==> src/design/lsms_pkg.sv <==
// Package for the LCD scanline mode sequencer: mode codes, timing limits,
// register indexes and the state and result records.
// No dependencies.
package lsms_pkg;

    localparam int unsigned ACCUM_W  = 10;
    localparam int unsigned LINE_W   = 8;
    localparam int unsigned ELAPSE_W = 6;
    localparam int unsigned CFG_IDX_W  = 8;
    localparam int unsigned CFG_DATA_W = 8;
    localparam int unsigned IRQ_EN_W   = 3;

    localparam logic [ACCUM_W-1:0] OAM_CYCLES    = 10'd80;
    localparam logic [ACCUM_W-1:0] XFER_CYCLES   = 10'd172;
    localparam logic [ACCUM_W-1:0] HBLANK_CYCLES = 10'd204;
    localparam logic [ACCUM_W-1:0] VLINE_CYCLES  = 10'd456;

    localparam logic [LINE_W-1:0] VBLANK_FIRST = 8'd144;
    localparam logic [LINE_W-1:0] LAST_LINE    = 8'd153;

    localparam logic [CFG_IDX_W-1:0] CFG_COMPARE_LINE = 8'd0;
    localparam logic [CFG_IDX_W-1:0] CFG_IRQ_ENABLES  = 8'd1;

    // Bit positions within irq_enables
    localparam int unsigned IRQ_EN_HBLANK = 0;
    localparam int unsigned IRQ_EN_VBLANK = 1;
    localparam int unsigned IRQ_EN_OAM    = 2;

    typedef enum logic [1:0] {
        MODE_HBLANK = 2'd0,
        MODE_VBLANK = 2'd1,
        MODE_OAM    = 2'd2,
        MODE_XFER   = 2'd3
    } t_mode;

    typedef struct packed {
        logic [ACCUM_W-1:0] accum;
        t_mode              mode;
        logic [LINE_W-1:0]  line;
    } t_seq_state;

    typedef struct packed {
        t_mode             mode;
        logic [LINE_W-1:0] line;
        logic              coincidence;
        logic              stat_irq;
        logic              line_done;
        logic              frame_done;
    } t_result;

endpackage

==> src/design/lsms_step.sv <==
// Next-state and result logic for one beat of the scanline sequencer.
// Depends on lsms_pkg.
module lsms_step (
    input  lsms_pkg::t_seq_state                 i_state,
    input  logic [lsms_pkg::ELAPSE_W-1:0]        i_elapsed,
    input  logic [lsms_pkg::LINE_W-1:0]          i_compare_line,
    input  logic [lsms_pkg::IRQ_EN_W-1:0]        i_irq_enables,
    output lsms_pkg::t_seq_state                 o_state,
    output lsms_pkg::t_result                    o_result
);
    import lsms_pkg::*;

    logic [ACCUM_W-1:0] sum;
    logic [LINE_W-1:0]  line_inc;

    assign sum      = i_state.accum + {{(ACCUM_W-ELAPSE_W){1'b0}}, i_elapsed};
    assign line_inc = i_state.line + {{(LINE_W-1){1'b0}}, 1'b1};

    always_comb begin
        o_state             = i_state;
        o_state.accum       = sum;
        o_result.stat_irq   = 1'b0;
        o_result.line_done  = 1'b0;
        o_result.frame_done = 1'b0;

        unique case (i_state.mode)
            MODE_HBLANK: begin
                if (sum >= HBLANK_CYCLES) begin
                    o_state.accum = '0;
                    o_state.line  = line_inc;
                    if (line_inc == VBLANK_FIRST) begin
                        o_state.mode      = MODE_VBLANK;
                        o_result.stat_irq = i_irq_enables[IRQ_EN_VBLANK];
                    end else begin
                        o_state.mode      = MODE_OAM;
                        o_result.stat_irq = i_irq_enables[IRQ_EN_OAM];
                    end
                end
            end
            MODE_VBLANK: begin
                if (sum >= VLINE_CYCLES) begin
                    o_state.accum = '0;
                    o_state.line  = line_inc;
                    // Past the last line: wrap to the top of the frame
                    if (line_inc > LAST_LINE) begin
                        o_state.line        = '0;
                        o_state.mode        = MODE_OAM;
                        o_result.frame_done = 1'b1;
                    end
                end
            end
            MODE_OAM: begin
                if (sum >= OAM_CYCLES) begin
                    o_state.accum = '0;
                    o_state.mode  = MODE_XFER;
                end
            end
            MODE_XFER: begin
                if (sum >= XFER_CYCLES) begin
                    o_state.accum      = '0;
                    o_state.mode       = MODE_HBLANK;
                    o_result.stat_irq  = i_irq_enables[IRQ_EN_HBLANK];
                    o_result.line_done = 1'b1;
                end
            end
            default: begin
                o_state = i_state;
            end
        endcase

        o_result.mode        = o_state.mode;
        o_result.line        = o_state.line;
        o_result.coincidence = (o_state.line == i_compare_line);
    end

endmodule

==> src/design/lcd_scanline_mode_sequencer.sv <==
// Top level of the LCD scanline mode sequencer: state, configuration
// registers, output register and skid stage. Depends on lsms_pkg, lsms_step.
//
//  channel  direction  handshake                 payload
//  -------  ---------  ------------------------  -------------------------------
//  in       sink       i_in_valid / o_in_stall   i_elapsed_cycles
//  out      source     o_out_valid / i_out_stall o_mode, o_current_line,
//                                                o_coincidence, o_stat_irq,
//                                                o_line_done, o_frame_done
//  cfg      sink       i_cfg_valid / o_cfg_ready i_cfg_index, i_cfg_data
//
// One beat per clock while the input is not stalled: the step logic is a single
// add and compare on the accumulator, and the result is registered.
// Synchronous active-low reset clears the sequencer to hblank, line 0, and
// empties the output and skid registers.
// A stalled result holds in the output register; one further beat lands in
// the skid register, and the input stalls only while the skid is occupied.
module lcd_scanline_mode_sequencer (
    input  logic                                i_clk,
    input  logic                                i_rst_n,

    input  logic                                i_in_valid,
    output logic                                o_in_stall,
    input  logic [lsms_pkg::ELAPSE_W-1:0]       i_elapsed_cycles,

    output logic                                o_out_valid,
    input  logic                                i_out_stall,
    output logic [1:0]                          o_mode,
    output logic [lsms_pkg::LINE_W-1:0]         o_current_line,
    output logic                                o_coincidence,
    output logic                                o_stat_irq,
    output logic                                o_line_done,
    output logic                                o_frame_done,

    input  logic                                i_cfg_valid,
    output logic                                o_cfg_ready,
    input  logic [lsms_pkg::CFG_IDX_W-1:0]      i_cfg_index,
    input  logic [lsms_pkg::CFG_DATA_W-1:0]     i_cfg_data
);
    import lsms_pkg::*;

    // Sequencer state
    t_seq_state r_state;
    t_seq_state n_state;

    // Configuration registers
    logic [LINE_W-1:0]   r_compare_line;
    logic [IRQ_EN_W-1:0] r_irq_enables;

    // Output register and skid stage
    t_result r_out;
    logic    r_out_valid;
    t_result r_skid;
    logic    r_skid_valid;

    t_result step_result;
    logic    in_accept;
    logic    out_free;

    lsms_step u_step (
        .i_state        (r_state),
        .i_elapsed      (i_elapsed_cycles),
        .i_compare_line (r_compare_line),
        .i_irq_enables  (r_irq_enables),
        .o_state        (n_state),
        .o_result       (step_result)
    );

    // Stall only while the skid holds a beat
    assign o_in_stall  = r_skid_valid;
    assign in_accept   = i_in_valid && !r_skid_valid;
    // Output register may load when empty or being taken this cycle
    assign out_free    = !r_out_valid || !i_out_stall;
    assign o_cfg_ready = 1'b1;

    // Advance the sequencer on every accepted beat
    always_ff @(posedge i_clk) begin
        if (!i_rst_n) begin
            r_state.accum <= '0;
            r_state.mode  <= MODE_HBLANK;
            r_state.line  <= '0;
        end else if (in_accept) begin
            r_state <= n_state;
        end
    end

    // Register writes; unknown indexes drop silently
    always_ff @(posedge i_clk) begin
        if (!i_rst_n) begin
            r_compare_line <= '0;
            r_irq_enables  <= '0;
        end else if (i_cfg_valid && o_cfg_ready) begin
            if (i_cfg_index == CFG_COMPARE_LINE) begin
                r_compare_line <= i_cfg_data[LINE_W-1:0];
            end else if (i_cfg_index == CFG_IRQ_ENABLES) begin
                r_irq_enables <= i_cfg_data[IRQ_EN_W-1:0];
            end
        end
    end

    // Output and skid control
    always_ff @(posedge i_clk) begin
        if (!i_rst_n) begin
            r_out_valid  <= 1'b0;
            r_skid_valid <= 1'b0;
        end else if (out_free) begin
            // Drain the skid first so beats leave in order
            r_out_valid  <= r_skid_valid || in_accept;
            r_skid_valid <= 1'b0;
        end else if (in_accept) begin
            r_skid_valid <= 1'b1;
        end
    end

    // Payload registers carry no reset
    always_ff @(posedge i_clk) begin
        if (out_free) begin
            if (r_skid_valid) begin
                r_out <= r_skid;
            end else if (in_accept) begin
                r_out <= step_result;
            end
        end else if (in_accept) begin
            r_skid <= step_result;
        end
    end

    assign o_out_valid    = r_out_valid;
    assign o_mode         = r_out.mode;
    assign o_current_line = r_out.line;
    assign o_coincidence  = r_out.coincidence;
    assign o_stat_irq     = r_out.stat_irq;
    assign o_line_done    = r_out.line_done;
    assign o_frame_done   = r_out.frame_done;

endmodule

==> config.mk <==
export PLATFORM = sky130hd
export DESIGN_NAME = lcd_scanline_mode_sequencer
export DESIGN_NICKNAME = d
export VERILOG_FILES = /design/src/design/lsms_pkg.sv /design/src/design/lsms_step.sv /design/src/design/lcd_scanline_mode_sequencer.sv
export SDC_FILE = /design/constraint.sdc
export NUM_CORES = 1
export LEC_CHECK = 0
export ABC_AREA = 0
export BUFFER_PORTS_ARGS = -buffer_cell sky130_fd_sc_hd__buf_4
export CAP_MARGIN = 20
export CORE_MARGIN = 3
export CORE_UTILIZATION = 50
export DETAILED_ROUTE_END_ITERATION = 10
export HOLD_SLACK_MARGIN = 0.1
export PLACE_DENSITY = 0.7
export SYNTH_ARGS = -nofsm -noshare
export SYNTH_HDL_FRONTEND = slang
export SYNTH_HIERARCHICAL = 1
export SYNTH_SLANG_ARGS = --single-unit
export TNS_END_PERCENT = 20
==> constraint.sdc <==
create_clock -name i_clk -period 5.4 [get_ports i_clk]
set_clock_uncertainty 0.15 [all_clocks]
set_input_delay 0.27 -clock i_clk [delete_from_list [all_inputs] [get_ports i_clk]]
set_output_delay 0.27 -clock i_clk [all_outputs]
set_load 0.02 [all_outputs]
==> metrics.txt <==
largest net degree at the start of global routing 42; final hold vios 0; CTS tree yes; CP bufs+invs 1; Final Cycle Share 87.2%; # IOs 44; hold crit path type input port to register; port buffer count 42; Cell variety after synth 63; power density over the cells 261 nW/um^2; Synth Warn # 6; crit-path max cell delay 630 ps; crit path DAT 4770 ps; required time worst endpoint 5460 ps; via count 3,217; initial antenna violation count 0; post-synthesis sequential area ratio 38.0%; routed vias/inst around 5.6; part of the power in registers 44.2%; Clk network pwr share about a third; Worst-Skew Late Latency 340 ps; largest cells by area after synthesis edfxtp_1, dfxtp_1, nand2_1; Longest Clk Path Bufs 2; minimum clock period 4710 ps; final wirelength 8600 um; Setup TNS 0 ps; root buffer cell clkbuf_8; DIE AREA 8990 um^2; post-synth top area share approximately a fifth; Clk pin slew, worst setup/hold paths 70 ps; Detailed Routing Iterations Pass 1 5; per-cell routed wire length 14.9 um; GRT overflow 0; Gate power share 22.0%; Initial DRC Count 330; status completed; f_max 212 MHz; CTS sink count 61; Initial Utilization 53.0%; leakage power 0.00176 uW; Net Switching 351 uW; Slew Viols, Final 0; ys flop type dfxtp_1; cell taking the most area after synthesis edfxtp_1; Post-Syn Instances 442; P_int 822 uW; crit path cell chain ha_1 -> inv_1 -> fa_1 -> nand2b_1 -> a211o_1 -> a21oi_2 -> xnor2_1 -> o41a_4 -> o22ai_1 -> mux2i_1 -> o211ai_1 -> or4_1 -> nor4_2 -> mux2_2; Post-Place Worst Slack 750 ps; mean post-synth cell area 8.93 um^2; headroom to the max-slew limit 38.3%; Slew @ Worst Pin 925 ps; Die Wd about 95 um; slowest CP cell o41a_4; number of global-route vias before repair between 2k and 3k; critical path class register to register; syn_nets 483; Max-Cap Viols 0; CP top delay family compound AO/OA/AOI/OAI gates; number of synthesized flops with an enable pin 28; # rows 31; Max VDD drop 0.153 mV; Crit. End Element register; area delta synth->final 14.0%; Residual DRC 0; Final WS setup slightly below 700 ps; Async S/R FF share, synth 0%; DIE HEIGHT 94.8 um; FF+latch count, synth 61; Sw Ratio 30.0%; CTS Buf Count 9; layout cell share with drive strength beyond 1 18.4%; n_diodes 0; RD Place Congestion 0.922; Overall Global Routing Usage 20.4%; post-CTS setup buffer count 0; nets@finish 513; crit start category register; Hold Slack 108 ps; mapped cell area 3950 um^2; H-tree depth 3; Routed Antenna Nets 0; Crit Path Max Fanout 14; count of final setup violators 0; placed wire-length estimate about 6000 um; core area roughly 7400 um^2; first-pass GRT wire length about 14,000 um; RSZ-0062 raised after global routing no
[kinds of logic (layout without fill, tap and decap cells)]
logic type,count (synthesis),after routing,synth area share [%]
flops,61,61,38.0
fa+ha+maj,14,14,4.63
mux,31,31,8.31
simple gates,170,170,20.9
other cells,2,2,0.190
xor+xnor,14,14,3.30
buf+inv,52,87,6.50
compound gates,98,98,18.1
[final timing paths]
kind                                 start                             to  slack (ps)  cells past startpoint
max               r_state[10]$_SDFFE_PN0P_        o_coincidence$_DFFE_PP_         690                     14
min                             i_in_valid       o_out_valid$_SDFFE_PN0P_         110                      3
max reg2reg       r_state[10]$_SDFFE_PN0P_        o_coincidence$_DFFE_PP_         690                     14
min reg2reg  r_irq_enables[2]$_SDFFE_PN0P_  r_irq_enables[2]$_SDFFE_PN0P_         310                      2
[state kept, by name, summed over array words and instances (netlist names)]
| signal | flops |
|---|---|
| r_irq_enables | 3 |
| o_line_done | 1 |
| r_skid | 14 |
| o_coincidence | 1 |
| o_out_valid | 1 |
| o_stat_irq | 1 |
| o_frame_done | 1 |
| r_compare_line | 8 |
| o_in_stall | 1 |
| o_mode | 2 |
| o_current_line | 8 |
| r_state | 20 |
[final cells by class]
class                      count  area, um^2
sequential                    61        1500
clock buffer                   9         124
inverter                      18        67.6
fill                         653        2950
tap                           99         124
multi-input combinational    329        2190
clock inverter                 7        66.3
timing repair buffer          53         424
[worst reg2reg max path: cells and delay by family (launching register included)]
| kind | cells | cell delay (ps) |
|---|---|---|
| compound gates | 5 | 1670 |
| simple gates | 3 | 1070 |
| fa+ha+maj | 2 | 610 |
| mux | 2 | 490 |
| flops | 1 | 340 |
| xor+xnor | 1 | 180 |
| buf+inv | 1 | 70 |
[timing repair]
action	CTS	global route
hold buffers	9	0
gates resized for setup	0	0
endpoints found under the hold margin	11	0
[routing by layer]
layer  routed length, um  track usage (%)  part of all wire [%]
met1                4280             29.2                    50
met2                3690             30.1                    43
met3                 532             5.66                   6.2
met4                  95             5.41                   1.1
met5                   0                0                     0
[metrics by stage]
step                      util (%)  power, uW  instances  instance area [um^2]
after global routing          60.4       1230        576                  4500
after CTS                     60.2       1180        575                  4490
final                         60.4       1170        576                  4500
after floorplan                  -        716        442                  3950
after global placement        56.5        773        550                  4210
after detailed placement      56.5        779        550                  4210
[cell usage after synthesis, drive strengths merged (5+ instances only)]
cell / instances
a21oi: 15
nor3: 9
inv: 18
mux2i: 17
clkbuf: 14
o21ai: 17
xnor2: 8
edfxtp: 28
ha: 13
xor2: 6
nor2: 27
a31oi: 5
nor2b: 5
a21boi: 22
or4: 5
o211ai: 5
nand2: 82
mux2: 14
or3: 5
o21a: 5
buf: 20
nand3: 10
dfxtp: 33
[cells in the final DEF, fill, tap and decap left out, types with 3 or more instances in the layout]
cell type | netlist | routed
dlygate4sd3_1 | 0 | 9
or3_1 | 5 | 5
inv_1 | 18 | 18
nor2_1 | 27 | 27
a21boi_0 | 22 | 22
o311a_1 | 3 | 3
a21oi_1 | 13 | 13
a21o_1 | 3 | 3
o21ai_0 | 15 | 15
mux2i_1 | 17 | 17
dfxtp_1 | 33 | 33
buf_4 | 13 | 43
xnor2_1 | 8 | 8
o21bai_1 | 3 | 3
mux2_2 | 14 | 14
nor3b_1 | 4 | 4
nand2b_1 | 4 | 4
or2_2 | 3 | 3
o21a_1 | 5 | 5
nand3_1 | 10 | 10
clkbuf_8 | 0 | 9
and3_1 | 3 | 3
xor2_1 | 5 | 5
nand2_1 | 82 | 82
a221o_1 | 3 | 3
o211ai_1 | 5 | 5
nor3_1 | 7 | 7
edfxtp_1 | 28 | 28
clkinvlp_4 | 0 | 3
or4_1 | 5 | 5
ha_1 | 13 | 13
a31oi_1 | 5 | 5
nor2b_1 | 5 | 4
[power by group through the flow]
stage | sequential, uW | clock (uW) | combinational [uW]
floorplan | 538 | 0 | 178
detailed placement | 529 | 0 | 250
global route | 522 | 429 | 282
finish | 519 | 396 | 259
global placement | 529 | 0 | 244
CTS | 519 | 406 | 256
(Power assumes the default switching activity.)
